==> src/hw/rtl/scfr_pkg.sv <==
// ----------------------------------------------------------------------------
// Sum-checked frame receiver package
// Types, frame layout constants and helper functions shared by the block.
// ----------------------------------------------------------------------------
package scfr_pkg;

  // Frame layout: header at position 0, tail at the last position.
  localparam int unsigned FRAME_LEN = 11;
  localparam logic [3:0]  POS_LEN   = 4'd1;
  localparam logic [3:0]  PAY_FIRST = 4'd4;
  localparam int unsigned PAY_BYTES = 5;
  localparam logic [3:0]  POS_CHECK = 4'd9;
  localparam logic [3:0]  POS_LAST  = 4'(FRAME_LEN - 1);
  localparam logic [3:0]  SUM_MAX   = 4'd9;
  localparam logic [7:0]  FAIL_MAX  = 8'hFF;

  // Configuration register indexes.
  localparam logic [1:0] CFG_HEADER     = 2'd0;
  localparam logic [1:0] CFG_TAIL       = 2'd1;
  localparam logic [1:0] CFG_RETRY_LOW  = 2'd2;
  localparam logic [1:0] CFG_RETRY_HIGH = 2'd3;

  // Reset values of the configuration registers.
  localparam logic [7:0] HEADER_RST     = 8'h5A;
  localparam logic [7:0] TAIL_RST       = 8'hA5;
  localparam logic [7:0] RETRY_LOW_RST  = 8'd10;
  localparam logic [7:0] RETRY_HIGH_RST = 8'd12;

  // Input action codes.
  localparam logic ACT_BYTE    = 1'b0;
  localparam logic ACT_TIMEOUT = 1'b1;

  typedef enum logic [1:0] {
    ST_OK      = 2'd0,
    ST_CHECKSUM = 2'd1,
    ST_TAIL    = 2'd2,
    ST_TIMEOUT = 2'd3
  } status_t;

  typedef struct packed {
    logic [7:0] header_byte;
    logic [7:0] tail_byte;
    logic [7:0] retry_low;
    logic [7:0] retry_high;
  } cfg_t;

  // Frame result handed from the frame tracker to the link monitor.
  typedef struct packed {
    logic                       valid;
    status_t                    status;
    logic [8*PAY_BYTES-1:0]     payload;
  } frame_evt_t;

  // Number of leading bytes covered by the checksum: L-2 clamped to 0..9.
  function automatic logic [3:0] sum_count(input logic [7:0] len);
    logic [7:0] n;
    begin
      n = len - 8'd2;
      if (len < 8'd2) begin
        sum_count = 4'd0;
      end else if (n > 8'(SUM_MAX)) begin
        sum_count = SUM_MAX;
      end else begin
        sum_count = n[3:0];
      end
    end
  endfunction

endpackage

==> src/hw/rtl/scfr_cfg.sv <==
// ----------------------------------------------------------------------------
// Sum-checked frame receiver configuration registers
// Holds header, tail and retry window values written through the write port.
// ----------------------------------------------------------------------------
module scfr_cfg (
  input  logic          clk,
  input  logic          rst,
  input  logic          cfg_wr_en,
  input  logic [1:0]    cfg_index,
  input  logic [7:0]    cfg_data,
  output scfr_pkg::cfg_t cfg
);
  import scfr_pkg::*;

  // Register file with decoded writes.
  always_ff @(posedge clk) begin
    if (rst) begin
      cfg.header_byte <= HEADER_RST;
      cfg.tail_byte   <= TAIL_RST;
      cfg.retry_low   <= RETRY_LOW_RST;
      cfg.retry_high  <= RETRY_HIGH_RST;
    end else if (cfg_wr_en) begin
      case (cfg_index)
        CFG_HEADER:     cfg.header_byte <= cfg_data;
        CFG_TAIL:       cfg.tail_byte   <= cfg_data;
        CFG_RETRY_LOW:  cfg.retry_low   <= cfg_data;
        CFG_RETRY_HIGH: cfg.retry_high  <= cfg_data;
        default: ;
      endcase
    end
  end

endmodule

==> src/hw/rtl/scfr_frame.sv <==
// ----------------------------------------------------------------------------
// Sum-checked frame receiver frame tracker
// Registers each input request, hunts for the header, collects the frame and
// raises a frame event on completion or timeout.
// ----------------------------------------------------------------------------
module scfr_frame (
  input  logic                 clk,
  input  logic                 rst,
  input  logic                 in_valid,
  output logic                 in_ready,
  input  logic                 action,
  input  logic [7:0]           rx_byte,
  input  scfr_pkg::cfg_t       cfg,
  input  logic                 can_load,
  output scfr_pkg::frame_evt_t evt
);
  import scfr_pkg::*;

  logic       q_valid;
  logic       q_action;
  logic [7:0] q_byte;
  logic       proceed;

  logic                     in_frame, in_frame_next;
  logic [3:0]               byte_pos, byte_pos_next;
  logic [3:0]               sum_cnt, sum_cnt_next;
  logic [7:0]               running_sum, running_sum_next;
  logic [7:0]               check_byte, check_byte_next;
  logic [8*PAY_BYTES-1:0]   payload_store, payload_store_next;

  // The stored request moves on whenever the result register can take it.
  assign proceed  = q_valid && can_load;
  assign in_ready = !q_valid || proceed;

  // Input register.
  always_ff @(posedge clk) begin
    if (rst) begin
      q_valid <= 1'b0;
    end else if (in_valid && in_ready) begin
      q_valid <= 1'b1;
    end else if (proceed) begin
      q_valid <= 1'b0;
    end
  end

  always_ff @(posedge clk) begin
    if (in_valid && in_ready) begin
      q_action <= action;
      q_byte   <= rx_byte;
    end
  end

  // Frame state update for one stored request.
  always_comb begin
    logic [3:0] n;
    in_frame_next      = in_frame;
    byte_pos_next      = byte_pos;
    sum_cnt_next       = sum_cnt;
    running_sum_next   = running_sum;
    check_byte_next    = check_byte;
    payload_store_next = payload_store;
    evt.valid          = 1'b0;
    evt.status         = ST_OK;
    evt.payload        = payload_store;
    n                  = sum_count(q_byte);

    if (q_action == ACT_TIMEOUT) begin
      // Timeout drops any partial frame.
      evt.valid     = q_valid;
      evt.status    = ST_TIMEOUT;
      evt.payload   = '0;
      in_frame_next = 1'b0;
      byte_pos_next = '0;
    end else if (!in_frame) begin
      if (q_byte == cfg.header_byte) begin
        in_frame_next    = 1'b1;
        byte_pos_next    = POS_LEN;
        running_sum_next = '0;
        check_byte_next  = '0;
      end
    end else begin
      if (byte_pos == POS_LEN) begin
        // Length byte: seed the sum with header and length as covered.
        sum_cnt_next     = n;
        running_sum_next = ((n >= 4'd1) ? cfg.header_byte : 8'd0)
                         + ((n >= 4'd2) ? q_byte : 8'd0);
      end else if (byte_pos < POS_CHECK) begin
        if (byte_pos < sum_cnt) begin
          running_sum_next = running_sum + q_byte;
        end
        for (int i = 0; i < PAY_BYTES; i++) begin
          if (byte_pos == PAY_FIRST + 4'(i)) begin
            payload_store_next[8*i +: 8] = q_byte;
          end
        end
      end else if (byte_pos == POS_CHECK) begin
        check_byte_next = q_byte;
      end

      if (byte_pos >= POS_LAST) begin
        // Last byte: checksum first, then the tail.
        evt.valid = q_valid;
        if (running_sum != check_byte) begin
          evt.status = ST_CHECKSUM;
        end else if (q_byte != cfg.tail_byte) begin
          evt.status = ST_TAIL;
        end else begin
          evt.status = ST_OK;
        end
        in_frame_next = 1'b0;
        byte_pos_next = '0;
      end else begin
        byte_pos_next = byte_pos + 4'd1;
      end
    end
  end

  // Frame state registers.
  always_ff @(posedge clk) begin
    if (rst) begin
      in_frame    <= 1'b0;
      byte_pos    <= '0;
      sum_cnt     <= '0;
      running_sum <= '0;
      check_byte  <= '0;
    end else if (proceed) begin
      in_frame    <= in_frame_next;
      byte_pos    <= byte_pos_next;
      sum_cnt     <= sum_cnt_next;
      running_sum <= running_sum_next;
      check_byte  <= check_byte_next;
    end
  end

  always_ff @(posedge clk) begin
    if (proceed) begin
      payload_store <= payload_store_next;
    end
  end

endmodule

==> src/hw/rtl/scfr_link.sv <==
// ----------------------------------------------------------------------------
// Sum-checked frame receiver link monitor
// Keeps the saturating failure count, derives the link flags and holds the
// result register toward the output channel.
// ----------------------------------------------------------------------------
module scfr_link (
  input  logic                   clk,
  input  logic                   rst,
  input  scfr_pkg::cfg_t         cfg,
  input  scfr_pkg::frame_evt_t   evt,
  output logic                   can_load,
  output logic                   out_valid,
  input  logic                   out_ready,
  output logic [1:0]             status,
  output logic [39:0]            payload,
  output logic                   first_failure,
  output logic                   mark_bad,
  output logic                   recovered
);
  import scfr_pkg::*;

  logic [7:0] fail_count, fail_count_next;
  logic       load;
  logic       ok;
  logic       first_next, bad_next, rec_next;

  assign can_load = !out_valid || out_ready;
  assign load     = evt.valid && can_load;
  assign ok       = (evt.status == ST_OK);

  // Flags and next failure count for the incoming result.
  always_comb begin
    first_next      = 1'b0;
    bad_next        = 1'b0;
    rec_next        = 1'b0;
    fail_count_next = fail_count;
    if (ok) begin
      rec_next        = (fail_count != 8'd0);
      fail_count_next = '0;
    end else begin
      first_next = (fail_count == 8'd0);
      bad_next   = (fail_count >= cfg.retry_low) && (fail_count <= cfg.retry_high);
      if (fail_count != FAIL_MAX) begin
        fail_count_next = fail_count + 8'd1;
      end
    end
  end

  // Failure counter and output valid.
  always_ff @(posedge clk) begin
    if (rst) begin
      fail_count <= '0;
      out_valid  <= 1'b0;
    end else begin
      if (load) begin
        fail_count <= fail_count_next;
        out_valid  <= 1'b1;
      end else if (out_ready) begin
        out_valid  <= 1'b0;
      end
    end
  end

  // Result register.
  always_ff @(posedge clk) begin
    if (load) begin
      status        <= evt.status;
      payload       <= evt.payload;
      first_failure <= first_next;
      mark_bad      <= bad_next;
      recovered     <= rec_next;
    end
  end

endmodule

==> src/hw/rtl/sum_checked_frame_receiver_top.sv <==
// ----------------------------------------------------------------------------
// Sum-checked frame receiver
// Finds header-started 11-byte reply frames, checks sum and tail, and reports
// each frame or timeout with link health flags.
// ----------------------------------------------------------------------------
// Usage:
//   The input channel (in_valid/in_ready) carries one request per cycle:
//   action 0 with a received byte in rx_byte, or action 1 for a read timeout.
//   The output channel (out_valid/out_ready) carries one result per finished
//   frame or timeout: status, payload bytes 4..8 and the three link flags.
//   Bytes outside a frame produce no result until the header value arrives.
//   A request is first held in the input register and its result is then
//   loaded into the output register, which raises out_valid. One request
//   is taken every cycle while the output register is free or being
//   drained; the result register sets this rate.
//   When out_ready is low with a result waiting, the stored request holds and
//   in_ready drops once the input register is full; nothing is lost.
//   Reset clears the frame tracker, the failure count and both valid flags,
//   and loads header 0x5A, tail 0xA5 and the retry window 10..12.
//   Configuration writes take effect at the edge where cfg_wr_en is high.
// ----------------------------------------------------------------------------
module sum_checked_frame_receiver_top (
  input  logic        clk,
  input  logic        rst,
  input  logic        cfg_wr_en,
  input  logic [1:0]  cfg_index,
  input  logic [7:0]  cfg_data,
  input  logic        in_valid,
  output logic        in_ready,
  input  logic        action,
  input  logic [7:0]  rx_byte,
  output logic        out_valid,
  input  logic        out_ready,
  output logic [1:0]  status,
  output logic [39:0] payload,
  output logic        first_failure,
  output logic        mark_bad,
  output logic        recovered
);
  import scfr_pkg::*;

  cfg_t       cfg;
  frame_evt_t evt;
  logic       can_load;

  // Configuration registers.
  scfr_cfg u_cfg (
    .clk       (clk),
    .rst       (rst),
    .cfg_wr_en (cfg_wr_en),
    .cfg_index (cfg_index),
    .cfg_data  (cfg_data),
    .cfg       (cfg)
  );

  // Input register and frame tracking.
  scfr_frame u_frame (
    .clk      (clk),
    .rst      (rst),
    .in_valid (in_valid),
    .in_ready (in_ready),
    .action   (action),
    .rx_byte  (rx_byte),
    .cfg      (cfg),
    .can_load (can_load),
    .evt      (evt)
  );

  // Failure counting and result register.
  scfr_link u_link (
    .clk           (clk),
    .rst           (rst),
    .cfg           (cfg),
    .evt           (evt),
    .can_load      (can_load),
    .out_valid     (out_valid),
    .out_ready     (out_ready),
    .status        (status),
    .payload       (payload),
    .first_failure (first_failure),
    .mark_bad      (mark_bad),
    .recovered     (recovered)
  );

endmodule

==> config.mk <==
export PLATFORM = sky130hd
export DESIGN_NAME = sum_checked_frame_receiver_top
export DESIGN_NICKNAME = d
export VERILOG_FILES = /design/src/hw/rtl/scfr_pkg.sv /design/src/hw/rtl/scfr_cfg.sv /design/src/hw/rtl/scfr_frame.sv /design/src/hw/rtl/scfr_link.sv /design/src/hw/rtl/sum_checked_frame_receiver_top.sv
export SDC_FILE = /design/constraint.sdc
export NUM_CORES = 1
export LEC_CHECK = 0
export ABC_CLOCK_PERIOD_IN_PS = 5010
export BUFFER_PORTS_ARGS = -buffer_cell sky130_fd_sc_hd__buf_2
export CORE_MARGIN = 5
export CORE_UTILIZATION = 53
export DETAILED_ROUTE_END_ITERATION = 10
export PLACE_DENSITY = 0.78
export SLEW_MARGIN = 20
export SYNTH_ARGS = -nofsm -noshare
export SYNTH_HDL_FRONTEND = slang
export SYNTH_SLANG_ARGS = --single-unit
==> constraint.sdc <==
create_clock -name clk -period 5.01 [get_ports clk]
set_clock_uncertainty 0.1 [all_clocks]
set_input_delay 0.501 -clock clk [delete_from_list [all_inputs] [get_ports clk]]
set_output_delay 0.501 -clock clk [all_outputs]
set_load 0.01 [all_outputs]
**After elaboration in Yosys (flattened, before gate mapping)**

Index checks and enable logic that the tools add are counted.

- Register bits after elaboration: 161
- ROM bits: 0
- Logic and storage cells: 122
- Memory bits (writable): 0
- Memories kept: 0
- Latch bits: 0

- Reductions and logical operators: 31
- Mux-type cells: 32
- Shift-type cells: 0
- Divide/modulo/power cells: 0
- $add $sub $neg: 5
- Magnitude comparators: 9
- Bitwise operators: 2
- Eq/ne operators: 19
- Multipliers: 0

Operators by type and width:

| cell | number |
|---|---|
| 8-bit 2-to-1 mux | 13 |
| 6-bit AND reduction | 6 |
| 4-bit 2-to-1 mux | 6 |
| 8-bit adder | 2 |
| 4-bit by 3-bit == test with 1-bit output, second input constant | 4 |
| 8-bit inequality test | 2 |
| 2-bit AND reduction | 6 |
| 3-bit 2-to-1 mux | 3 |
| 8-bit by 1-bit adder with 8-bit output, second input constant | 1 |
| 4-bit == test, second input constant | 2 |
| 8-bit == test | 1 |
| 8-bit >= comparator | 1 |
| 8-bit by 4-bit greater-than comparator with 1-bit output, second input constant | 1 |
| 8-bit <= comparator | 1 |
| 8-bit logical NOT | 1 |
| 8-bit by 2-bit less-than comparator with 1-bit output, second input constant | 1 |
| 1-bit 2-to-1 mux | 8 |
| 8-bit inequality test, second input constant | 1 |
| 2-bit nonzero test | 4 |
| 8-bit nonzero test | 1 |
| 8-bit by 2-bit subtractor with 8-bit output, second input constant | 1 |
| 2-bit inequality test, second input constant | 3 |
| 3-bit inequality test, second input constant | 2 |
| 5-bit AND reduction | 1 |
| 17 further kinds | 26 |

**Depth between registers and ports, before layout**

Gate-level depths: netlist of run 1.

- Depth after elaboration: 9
- Depth in mapped cells: 19
- Mapped depth without buffers: 17

**Modules after synthesis**

Synthesis of run 1 repeated with hierarchy kept, for this count alone.

- Cell total of the unflattened synthesis: 725
- Area total of the unflattened synthesis: 7978.9 um2

Modules (own cells, without submodules):

| module | instances | area each (um2) | seq. area each (um2) | cells an instance |
|---|---|---|---|---|
| scfr_frame | 1 | 4394.2 | 1991.9 | 439 |
| scfr_link | 1 | 2272.2 | 1531.5 | 160 |
| scfr_cfg | 1 | 1312.5 | 640.6 | 126 |

**Least setup slack after synthesis of run 1**

OpenSTA, ideal clock, no wires.

- Path type: register to register
- Start: reg u_frame.q_byte[1]
- End: reg u_frame.running_sum[7]
- Buffers on the path: 2
- Cell stages (with the launch flop): 18
- Period minus slack after synthesis: 3.735 ns
- Setup slack: 1.275 ns
- Data required time: 4.851 ns
- Arrival: 3.576 ns
- Path through: edfxtp_1 > clkbuf_1 > inv_1 > ha_1 > xnor2_1 > a21oi_1 > a211oi_4 > a22oi_2 > or2_1 > buf_6 > and2_4 > ha_1 > a21o_1 > a21oi_1 > o21ai_0 > a211o_1 > mux2i_1 > a221o_1

- Longest elaborated chain between the ends: 9
- Elaborated cells on any way between the ends: 18
- Classes of those cells: 3 x add/sub; 4 x order compare; 1 x eq/ne; 8 x mux; 2 x reduce/logical

Ends and longest elaborated chain:

| item | line | RTL |
|---|---|---|
| start, declared | scfr_frame.sv:21 | `logic [7:0] q_byte;` |
| start signal, assigned | scfr_frame.sv:49 | `q_byte <= rx_byte;` |
| 8-bit by 2-bit subtractor with 8-bit output | scfr_pkg.sv:58 | `n = len - 8'd2;` |
| 8-bit by 4-bit greater-than comparator with 1-bit output | scfr_pkg.sv:61 | `end else if (n > 8'(SUM_MAX)) begin` |
| 4-bit 2-to-1 mux | scfr_pkg.sv:61 |  |
| 4-bit 2-to-1 mux | scfr_pkg.sv:59 | `if (len < 8'd2) begin` |
| 4-bit by 1-bit >= comparator with 1-bit output / 4-bit by 2-bit >= comparator with 1-bit output (equally long branches) | scfr_frame.sv:85, scfr_frame.sv:86 |  |
| 8-bit 2-to-1 mux, on equally long branches | scfr_frame.sv:85, scfr_frame.sv:86 |  |
| 8-bit adder | scfr_frame.sv:86 | `+ ((n >= 4'd2) ? q_byte : 8'd0);` |
| 8-bit 2-to-1 mux | scfr_frame.sv:82 | `if (byte_pos == POS_LEN) begin` |
| 8-bit 2-to-1 mux | scfr_frame.sv:74 | `end else if (!in_frame) begin` |
| end signal, assigned | scfr_frame.sv:130 | `running_sum <= running_sum_next;` |
| end, declared | scfr_frame.sv:27 | `logic [7:0] running_sum, running_sum_next;` |

Several ways; a longest one is shown, not always the timed one. The select of a mux whose other input is x is not followed.
A chain may end at the register's enable or synchronous reset.

**Worst setup path after layout of run 1**

- Start: reg u_frame.q_byte[1]
- End: reg u_frame.running_sum[5]

Same word-level chain as after synthesis.

==> reports/results.ini, run 1 <==
[power_and_ir_drop]
p_per_area_nw_per_um2=331
leakagePower_nw=3.31
power_mw=2.92
ir_worst_vdd_v=0.000243

[critical_path]
critical_path_class=reg2reg
critical-path-slowest-cell=edfxtp_1
cp.buffers_inverters=1
critPathMaxStageDelay_ps=830
critPathTopFamily=compound AO/OA/AOI/OAI gates
crit_required_ps=5230
end_kind=flip-flop
critPathMaxFanout=19
cp.arrival_ps=4490
path_cells=inv_1 > ha_1 > xnor2_1 > a21oi_1 > a211oi_4 > a22oi_2 > or2_1 > and2_4 > ha_1 > a21o_1 > a21oi_1 > nor3_1 > or3_1 > a21oi_1 > o2bb2ai_1
worstSetupStartpointType=flip-flop
cp_common_cell=a21oi_1

[floorplanning]
die_h_um=131
boundaryPins=71
start_util_pct=53.7
die_x_um=131
rows=44
die_area_um2=17200
fp.coreArea_um2=14500

[synth]
synth_enable_flop_cells=94
avgSynthCellArea_um2=10.7
netlist_area_um2=7770
synth_async_sr_flop_share_pct=0
syn-num-nets=791
yosysUniqueCellTypes=69
yosysWarnings=0
synth_cells=724
synth_ff_type=edfxtp_1
synth_seq_area_share_pct=53.6
synth-seq-cells=161

[placement]
port_buffers=70
hpwlAfterDp_um=11800
placed_cell_area_um2=8260
dp.cells=951
place_congestion=0.858

[routing]
ant_nets=0
wirelength_um=16800
first_iter_violations=394
wl_per_cell_um=17.1
num_vias=5573
drc=0
viasPerCell=5.67
drt_first_pass_iters=6

[layout]
fillerInstances=1122
final_cell_mix=edfxtp_1, nand2_1, buf_2
finalNonFillerCells=983
syn_to_final_growth_pct=13.8
layout_commonest_cell=edfxtp_1
antenna_cells=0
final_area_um2=8850
drive_gt1_share_pct=15.4
nets=853

[clocking]
clk_path_buf_depth=2
cts_sinks=161
clk_pin_slew_ps=60
root_buffer=clkbuf_16
cts_made_buffers=17
cts_tree=yes
cts.repair.resized=0
htreeDepth=4
postCtsSetupRepairBufs=0
hold_buffers=0
clk_latency_ps=440

[timing]
min_period_over_period_pct=85.1
final.setup.tns_ps=0
max_freq_mhz=235
rsz0062_at_grt=no
maxSlewHeadroom_pct=26.1
slew_violations=0
whs_ps=139
tightest_slew_ps=1100
finalSetupViolCount=0
timing_hold_violations_final=0
min_period_ps=4260

[grt]
grt_pass1_wl_um=27300
grt_usage_pct=19.6
grt_pass1_vias=5440
grt_overflow=0
grt_antenna_before_repair=0
grt_max_degree=63

[run]
drv_cap=0

[min_path]
min_path_type=in2reg

[run_status]
status=complete, no violations

## cell families after synthesis
group,synth area share (%)
simple gates,19.5
mux,1.29
fa+ha+maj,7.11
xor+xnor,3.72
buf+inv,3.44
compound gates,11.3
flops,53.6
## flip-flops by register name, indices dropped and copies added, names as in the netlist, 8 cells and up
name and flops:
u_link.payload 40, u_frame.running_sum 8, u_frame.check_byte 8, u_link.fail_count 8
u_cfg.cfg 32, u_frame.payload_store 40, u_frame.q_byte 8
## worst register-to-register path: stages (launching register included)
cell and delay, ps:
edfxtp_1 830, inv_1 100, ha_1 300, xnor2_1 300, a21oi_1 140, a211oi_4 340
a22oi_2 90, or2_1 340, and2_4 200, ha_1 260, a21o_1 160, a21oi_1 310
nor3_1 120, or3_1 360, a21oi_1 130, o2bb2ai_1 80
## cells in the mapped netlist (12+ instances only)
cell      count  share of area (%)
a21oi_1      46                3.0
clkbuf_1     29                1.4
dfxtp_1      67                 17
edfxtp_1     94                 36
ha_1         41                6.6
inv_1        34                1.6
nand2_1      73                3.5
nand3_1      12               0.77
nand4_1      15                1.2
nor2_1       42                2.0
nor2b_1      57                4.6
o21ai_0      15               0.97
xnor2_1      25                2.8
## power breakdown
group,internal [mW],switching [mW],total (mW)
sequential,1.43,0.0262,1.45
combinational,0.0758,0.114,0.190
clock,0.739,0.544,1.28
total,2.24,0.685,2.92
## cell type report
class / count / area (µm²) / share of cell area (%)
Clock buffer: 18 / 429 / 4.85
Multi-Input combinational cell: 496 / 3350 / 37.8
Clock inverter: 14 / 153 / 1.73
Tap cell: 184 / 230 / 2.60
Sequential cell: 161 / 4160 / 47.1
Inverter: 34 / 128 / 1.44
Timing Repair Buffer: 76 / 398 / 4.50
## per-layer routing
metal / vias to the layer above / part of all wire, % / track usage, %
met3: 35 / 6.0 / 5.08
met5: - / 0 / 0
met1: 2672 / 41 / 23.4
li1: 2695 / - / -
met4: 0 / 2.4 / 7.56
met2: 171 / 51 / 33.9
## stage by stage
stage,utilization (%),setup slack (ps)
after detailed placement,57.1,861
after global placement,57.1,1040
after global routing,61.1,481
after floorplan,-,1270
final,61.1,746
after CTS,61.1,823
## final timing paths
| check | from | to | slack, ps | depth (start not counted) |
|---|---|---|---|---|
| max | u_frame.q_byte[1]$_DFFE_PP_ | u_frame.running_sum[5]$_SDFFE_PP0P_ | 750 | 15 |
| max reg2reg | u_frame.q_byte[1]$_DFFE_PP_ | u_frame.running_sum[5]$_SDFFE_PP0P_ | 750 | 15 |
| min reg2reg | u_cfg.cfg[14]$_SDFFE_PP0P_ | u_cfg.cfg[14]$_SDFFE_PP0P_ | 360 | 2 |
| min | action | u_frame.q_action$_DFFE_PP_ | 140 | 1 |
(Power assumes the default switching activity.)
==> run 2: changes to the inputs <==
--- a/config.mk
+++ b/config.mk
@@ -10,8 +10,11 @@
 export CORE_MARGIN = 5
 export CORE_UTILIZATION = 53
 export DETAILED_ROUTE_END_ITERATION = 10
+export HOLD_SLACK_MARGIN = 0.03
 export PLACE_DENSITY = 0.78
+export REMOVE_ABC_BUFFERS = 1
 export SLEW_MARGIN = 20
 export SYNTH_ARGS = -nofsm -noshare
 export SYNTH_HDL_FRONTEND = slang
+export SYNTH_HIERARCHICAL = 1
 export SYNTH_SLANG_ARGS = --single-unit
==> run 2 against run 1 <==
Compared with the run above: via count increased by 0.68%; critical path depth decreased by 1; clock power decreased by 5%.
==> reports/results.ini, run 2 <==
[min_path]
min_path_type=in2reg  ; unchanged
min_path_cells=1  ; unchanged

[floorplanning]
die_x_um=133  ; was 131 µm
boundaryPins=71  ; unchanged
die_h_um=133  ; was 131 µm
die_area_um2=17600  ; was 17,200 µm²
start_util_pct=54.5  ; was 53.7%
fp.coreArea_um2=14600  ; was 14,500 µm²
rows=44  ; unchanged

[grt]
grt_usage_pct=20.0  ; was 19.6%
grt_antenna_before_repair=0  ; unchanged
grt_overflow=0  ; unchanged
grt_max_degree=55  ; was 63
gr-usage-met1_pct=25.7  ; was 23.4%
grt_pass1_wl_um=28200  ; was 27,300 µm
grt_pass1_vias=5588  ; was 5,440
busiest_layer=met2  ; unchanged
met2_usage_pct=33.3  ; was 33.9%
met3_usage_pct=4.33  ; was 5.08%

[synth]
synth_compound_area_share_pct=8.64  ; was 11.3%
synth-seq-cells=161  ; unchanged
synth_adder_area_share_pct=6.93  ; was 7.11%
yosysUniqueCellTypes=66  ; was 69
synth_enable_flop_cells=94  ; unchanged
yosysMostFrequentCell=edfxtp_1  ; unchanged
synth-simple-area-share_pct=19.3  ; was 19.5%
yosys-top-cells-count=edfxtp_1, dfxtp_1, nor2_1, nor2b_1, mux2i_1  ; was edfxtp_1, nand2_1, dfxtp_1, nor2b_1, a21oi_1
synth_async_sr_flop_share_pct=0  ; unchanged
yosysWarnings=6  ; was 0
synth_ff_type=edfxtp_1  ; unchanged
netlist_area_um2=7980  ; was 7770 µm²
synth_cells=725  ; was 724
synth_top_family_by_area=simple AND/OR/NAND/NOR gates  ; unchanged
synthMuxAreaShare_pct=5.41  ; was 1.29%
synth-xor-area-share_pct=3.51  ; was 3.72%
synth_area_leaders=edfxtp_1, dfxtp_1, ha_1  ; unchanged
synth_seq_area_share_pct=52.2  ; was 53.6%
avgSynthCellArea_um2=11.0  ; was 10.7 µm²
synth_top_area_share_pct=35.4  ; was 36.3%
synth_top_cell_by_area=edfxtp_1  ; unchanged

[critical_path]
path_cells=inv_1 > ha_1 > or3b_2 > a21o_1 > a31o_2 > o22ai_1 > and2_1 > ha_1 > a21oi_1 > o211ai_1 > o311a_1 > or2_2 > a221oi_1 > o211ai_1  ; was inv_1 > ha_1 > xnor2_1 > a21oi_1 > a211oi_4 > a22oi_2 > or2_1 > and2_4 > ha_1 > a21o_1 > a21oi_1 > nor3_1 > or3_1 > a21oi_1 > o2bb2ai_1
critical_path_class=reg2reg  ; unchanged
critical-path-slowest-cell=o22ai_1  ; was edfxtp_1
end_kind=flip-flop  ; unchanged
rr_worst_depth=14  ; was 15
crit_required_ps=5190  ; was 5230 ps
cp.arrival_ps=4370  ; was 4490 ps
critPathMaxFanout=9  ; was 19
worstSetupStartpointType=flip-flop  ; unchanged
critPathMaxStageDelay_ps=490  ; was 830 ps

[placement]
hpwlAfterDp_um=12200  ; was 11,800 µm
place_congestion=0.900  ; was 0.858
dp.cells=952  ; was 951
port_buffers=70  ; unchanged

[routing]
first_iter_violations=419  ; was 394
wl_per_cell_um=17.5  ; was 17.1 µm
viasPerCell=5.70  ; was 5.67
wirelength_um=17200  ; was 16,800 µm
num_vias=5611  ; was 5,573
ant_nets=0  ; unchanged
drc=0  ; unchanged
drt_first_pass_iters=5  ; was 6

[timing]
maxSlewHeadroom_pct=29.7  ; was 26.1%
max_freq_mhz=239  ; was 235 MHz
timing_hold_violations_final=0  ; unchanged
tightest_slew_ps=1050  ; was 1100 ps
slew_violations=0  ; unchanged
min_period_ps=4180  ; was 4260 ps
min_period_over_period_pct=83.4  ; was 85.1%
final.setup.tns_ps=0  ; unchanged
rsz0062_at_grt=no  ; unchanged
finalSetupViolCount=0  ; unchanged

[layout]
antenna_cells=0  ; unchanged
nets=854  ; was 853
drive_gt1_share_pct=16.3  ; was 15.4%
final_util_pct=61.5  ; was 61.1%
final_cell_mix=edfxtp_1, buf_2, dfxtp_1  ; was edfxtp_1, nand2_1, buf_2
finalNonFillerCells=984  ; was 983
syn_to_final_growth_pct=12.9  ; was 13.8%
layout_commonest_cell=edfxtp_1  ; unchanged
reg_top3=u_frame/payload_store x40, u_link/payload x40, u_cfg/cfg x32  ; was u_frame.payload_store x40, u_link.payload x40, u_cfg.cfg x32

[clocking]
clk_pin_slew_ps=60  ; about the same
cts_sinks=161  ; unchanged
cts.repair.resized=0  ; unchanged
clk_path_buf_depth=2  ; unchanged
postCtsSetupRepairBufs=0  ; unchanged
hold_buffers=0  ; unchanged
root_buffer=clkbuf_16  ; unchanged
cts_made_buffers=17  ; unchanged
htreeDepth=4  ; unchanged
cts_tree=yes  ; unchanged
clk_latency_ps=420  ; was 440 ps

[power_and_ir_drop]
p_per_area_nw_per_um2=317  ; was 331 nW/µm²
ir_worst_vdd_v=0.000244  ; was 0.000243 V
leakagePower_nw=3.43  ; was 3.31 nW

[run_status]
status=complete, no violations  ; unchanged

[run]
drv_cap=0  ; unchanged

## run 2: report_power, final
part           switching, mW  total [mW]  internal, mW
combinational          0.116       0.196        0.0796
clock                  0.515        1.21         0.699
sequential            0.0191        1.44          1.42
## run 2: area by class of cell
type	instances	area (µm²)
Tap cell	184	230
Clock inverter	11	105
Fill cell	1181	5630
Sequential cell	161	4160
Clock buffer	21	450
Timing Repair Buffer	79	418
Inverter	37	139
Multi-Input combinational cell	491	3500
## run 2: cell families after synthesis
logic type	after synthesis
AND/OR/NAND/NOR	266
flip-flops	161
AO/OA/AOI/OAI	107
buffers and inverters	73
multiplexers	43
adder cells (fa/ha/maj)	43
XOR/XNOR	32
## run 2: path summary, 6_finish.rpt
path	startpoint	endpoint	slack, ps
hold reg to reg	u_frame/sum_cnt[0]$_SDFFE_PP0P_	u_frame/sum_cnt[0]$_SDFFE_PP0P_	360
hold / removal	action	u_frame/q_action$_DFFE_PP_	160
setup reg to reg	u_frame/q_byte[1]$_DFFE_PP_	u_frame/running_sum[7]$_SDFFE_PP0P_	830
setup / recovery	u_frame/q_byte[1]$_DFFE_PP_	u_frame/running_sum[7]$_SDFFE_PP0P_	830
## run 2: metrics by stage
step	power [mW]	cell area, µm²	hold slack [ps]	setup slack (ps)
6_report	2.85	9010	156	829
3_3_place_gp	1.66	8450	350	1080
5_1_grt	2.95	9010	147	505
2_1_floorplan	1.59	7800	321	955
4_1_cts	2.88	9000	147	916
3_5_place_dp	1.66	8450	354	930
## run 2: critical path, delay by kind of cell, from the launching register on
kind | cells | cell delay (ps)
AO/OA/AOI/OAI | 8 | 2080
buffers and inverters | 1 | 70
adder cells (fa/ha/maj) | 2 | 460
AND/OR/NAND/NOR | 3 | 980
flip-flops | 1 | 340
## run 2: per-layer routing
layer	wire, µm	up-vias	share of wire [%]
met3	1080	35	6.3
met2	8420	211	49
li1	-	2702	-
met1	7330	2663	43
met4	405	0	2.4
met5	0	-	0
==> run 3: changes to the inputs <==
--- a/config.mk
+++ b/config.mk
@@ -5,7 +5,7 @@
 export SDC_FILE = /design/constraint.sdc
 export NUM_CORES = 1
 export LEC_CHECK = 0
-export ABC_CLOCK_PERIOD_IN_PS = 5010
+export ABC_CLOCK_PERIOD_IN_PS = 4000
 export BUFFER_PORTS_ARGS = -buffer_cell sky130_fd_sc_hd__buf_2
 export CORE_MARGIN = 5
 export CORE_UTILIZATION = 53
==> constraint.sdc (replaced) <==
create_clock -name clk -period 4 [get_ports clk]
set_clock_uncertainty 0.1 [all_clocks]
set_input_delay 0.4 -clock clk [delete_from_list [all_inputs] [get_ports clk]]
set_output_delay 0.4 -clock clk [all_outputs]
set_load 0.01 [all_outputs]
==> run 3 against run 2 <==
Compared with the run above: non-clock buffer count increased by 8; first-iteration DRC count increased by 6.7%; setup slack got worse by 690 ps; register-to-register slack got worse by 690 ps; critical path depth increased by 2; global-route usage decreased by 0.070 points; clock-buffer cell count decreased by 4; sequential share of layout area decreased by 0.54 points; routed wire length decreased by 0.47%; worst hold slack got worse by 100 ps; via count increased by 1.0%; largest cell class unchanged; highest routed layer unchanged.
==> reports/results.ini, run 3 (same netlist as run 2, synthesis figures left out) <==
[run_status]
status=complete, no violations  ; unchanged

[power_and_ir_drop]
clkPwrFrac_pct=42.8  ; was 42.6%
seqPwrFrac_pct=50.1  ; was 50.6%
ir_worst_vdd_v=0.000352  ; was 0.000244 V
p_sw_mw=0.846  ; was 0.650 mW
power_frac_comb_pct=7.1  ; was 6.9%
p_per_area_nw_per_um2=394  ; was 317 nW/µm²
p_sw_share_pct=23.5  ; was 22.8%
p_int_mw=2.75  ; was 2.20 mW
leakagePower_nw=3.48  ; was 3.43 nW

[layout]
final_cell_mix=edfxtp_1, buf_2, dfxtp_1  ; unchanged
reg_top3=u_frame/payload_store x40, u_link/payload x40, u_cfg/cfg x32  ; unchanged
multi_input_comb_area_um2=3540  ; was 3500 µm²
finalNonFillerCells=992  ; was 984
antenna_cells=0  ; unchanged
seq_area_um2=4160  ; unchanged
fillerInstances=1153  ; was 1,181
final_util_pct=62.3  ; was 61.5%
layout_commonest_cell=edfxtp_1  ; unchanged
final_area_um2=9120  ; was 9010 µm²
syn_to_final_growth_pct=14.3  ; was 12.9%
nets=862  ; was 854
drive_gt1_share_pct=18.2  ; was 16.3%

[clocking]
cts_tree=yes  ; unchanged
clk_path_buf_depth=2  ; unchanged
hold_buffers=0  ; unchanged
root_buffer=clkbuf_16  ; unchanged
clk_latency_ps=420  ; about the same
clk_pin_slew_ps=60  ; about the same
htreeDepth=4  ; unchanged
cts_sinks=161  ; unchanged
cts_made_buffers=17  ; unchanged

[floorplanning]
die_x_um=133  ; unchanged
start_util_pct=54.5  ; unchanged
fp.coreArea_um2=14600  ; unchanged
die_area_um2=17600  ; unchanged
boundaryPins=71  ; unchanged
rows=44  ; unchanged
die_h_um=133  ; unchanged

[critical_path]
timing.rr.end=u_frame/running_sum[6]$_SDFFE_PP0P_  ; was u_frame/running_sum[7]$_SDFFE_PP0P_
path_cells=inv_1 > ha_2 > or3b_2 > a21o_1 > a31o_2 > o22ai_4 > and2_1 > ha_1 > inv_1 > fa_1 > nor2b_1 > o21a_1 > o21ai_0 > mux2_2 > a211oi_1 > o21ai_0  ; was inv_1 > ha_1 > or3b_2 > a21o_1 > a31o_2 > o22ai_1 > and2_1 > ha_1 > a21oi_1 > o211ai_1 > o311a_1 > or2_2 > a221oi_1 > o211ai_1
crit_required_ps=4210  ; was 5190 ps
critPathMaxFanout=5  ; was 9
critPathMaxStageDelay_ps=430  ; was 490 ps
reg2reg_from=u_frame/q_byte[1]$_DFFE_PP_  ; unchanged
rr_worst_depth=16  ; was 14
r2r_setup_slack_ps=140  ; was 830 ps
critical_path_class=reg2reg  ; unchanged
cp.arrival_ps=4070  ; was 4370 ps
end_kind=flip-flop  ; unchanged
worstSetupStartpointType=flip-flop  ; unchanged
cp-startpoint=u_frame/q_byte[1]$_DFFE_PP_  ; unchanged
critical-path-slowest-cell=or3b_2  ; was o22ai_1

[routing]
drt_first_pass_iters=5  ; unchanged
num_vias=5669  ; was 5,611
top_layer_used=met4  ; unchanged
viasPerCell=5.71  ; was 5.70
met1_length_um=7340  ; was 7330 µm
dr_wl_met3_um=919  ; was 1080 µm
wl_per_cell_um=17.3  ; was 17.5 µm
first_iter_violations=447  ; was 419
met2_wirelength_um=8490  ; was 8420 µm
wirelength_um=17200  ; about the same
drc=0  ; unchanged
ant_nets=0  ; unchanged

[timing]
max_freq_mhz=259  ; was 239 MHz
min_period_over_period_pct=96.5  ; was 83.4%
maxSlewHeadroom_pct=41.9  ; was 29.7%
timing_hold_violations_final=0  ; unchanged
worst_slack_ps=139  ; was 829 ps
final.setup.tns_ps=0  ; unchanged
slew_violations=0  ; unchanged
tightest_slew_ps=872  ; was 1050 ps
min_period_ps=3860  ; was 4180 ps
finalSetupViolCount=0  ; unchanged

[min_path]
hp-start=rx_byte[5]  ; was action
min_path_cells=1  ; unchanged
min_to=u_frame/q_byte[5]$_DFFE_PP_  ; was u_frame/q_action$_DFFE_PP_
min_path_type=in2reg  ; unchanged

[placement]
port_buffers=70  ; unchanged
dp.cells=958  ; was 952
placed_cell_area_um2=8490  ; was 8450 µm²
pre_cts_ws_ps=36.8  ; was 930 ps
place_congestion=0.916  ; was 0.900
hpwlAfterDp_um=12200  ; about the same

[grt]
grt_pass1_vias=5697  ; was 5,588
grt_antenna_before_repair=0  ; unchanged
grt_pass1_wl_um=28300  ; was 28,200 µm
grt_usage_pct=20.0  ; about the same
grt_overflow=0  ; unchanged
grt_max_degree=48  ; was 55

[run]
drv_cap=0  ; unchanged

-- run 3: through the flow --
step,hold WS [ps],total power [mW]
2_1_floorplan,321,1.99
3_3_place_gp,350,2.08
3_5_place_dp,351,2.09
4_1_cts,38.9,3.62
5_1_grt,33.3,3.73
6_report,53.1,3.59
-- run 3: power by group through the flow --
stage | Clock, mW | Sequential (mW) | Combinational [mW]
floorplan | 0 | 1.85 | 0.136
global placement | 0 | 1.84 | 0.239
detailed placement | 0 | 1.84 | 0.248
CTS | 1.57 | 1.80 | 0.250
global route | 1.64 | 1.80 | 0.280
finish | 1.54 | 1.80 | 0.256
-- run 3: cell type report --
type	count	area share (%)
clock buffers	17	4.67
clock inverters	15	1.48
inverters	37	1.52
multi-input cells	491	38.9
flip-flops and latches	161	45.7
well taps	184	2.53
repair buffers	87	5.24
-- run 3: repair_timing --
| action | in CTS | in global routing |
|---|---|---|
| endpoints found under the setup margin | 0 | 2 |
| gates resized for setup | 0 | 10 |
| buffers inserted | 0 | 2 |
-- run 3: how the worst max path moves through the flow --
| stage | endpoint | slack [ps] | cells after the start |
|---|---|---|---|
| final | u_frame/running_sum[6]$_SDFFE_PP0P_ | 140 | 16 |
| after floorplan | u_frame/running_sum[7]$_SDFFE_PP0P_ | -50 | 14 |
| after CTS | u_frame/running_sum[7]$_SDFFE_PP0P_ | 20 | 14 |
| after global placement | u_frame/running_sum[7]$_SDFFE_PP0P_ | 200 | 14 |
| after detailed placement | u_frame/running_sum[7]$_SDFFE_PP0P_ | 40 | 14 |
| after global routing | u_frame/running_sum[7]$_SDFFE_PP0P_ | -9 | 15 |
-- run 3: metal layers --
layer / up-vias / GRT usage (%)
met2: 210 / 34.6
met1: 2713 / 24.5
met5: - / 0
met4: 0 / 7.56
li1: 2712 / -
met3: 34 / 4.18
-- run 3: worst max-delay path, delay by kind of cell (launching register included) --
kind            cells  cell delay [ps]
compound gates      7             1310
fa+ha+maj           3              780
simple gates        3              720
flops               1              370
mux                 1              300
buf+inv             2              160
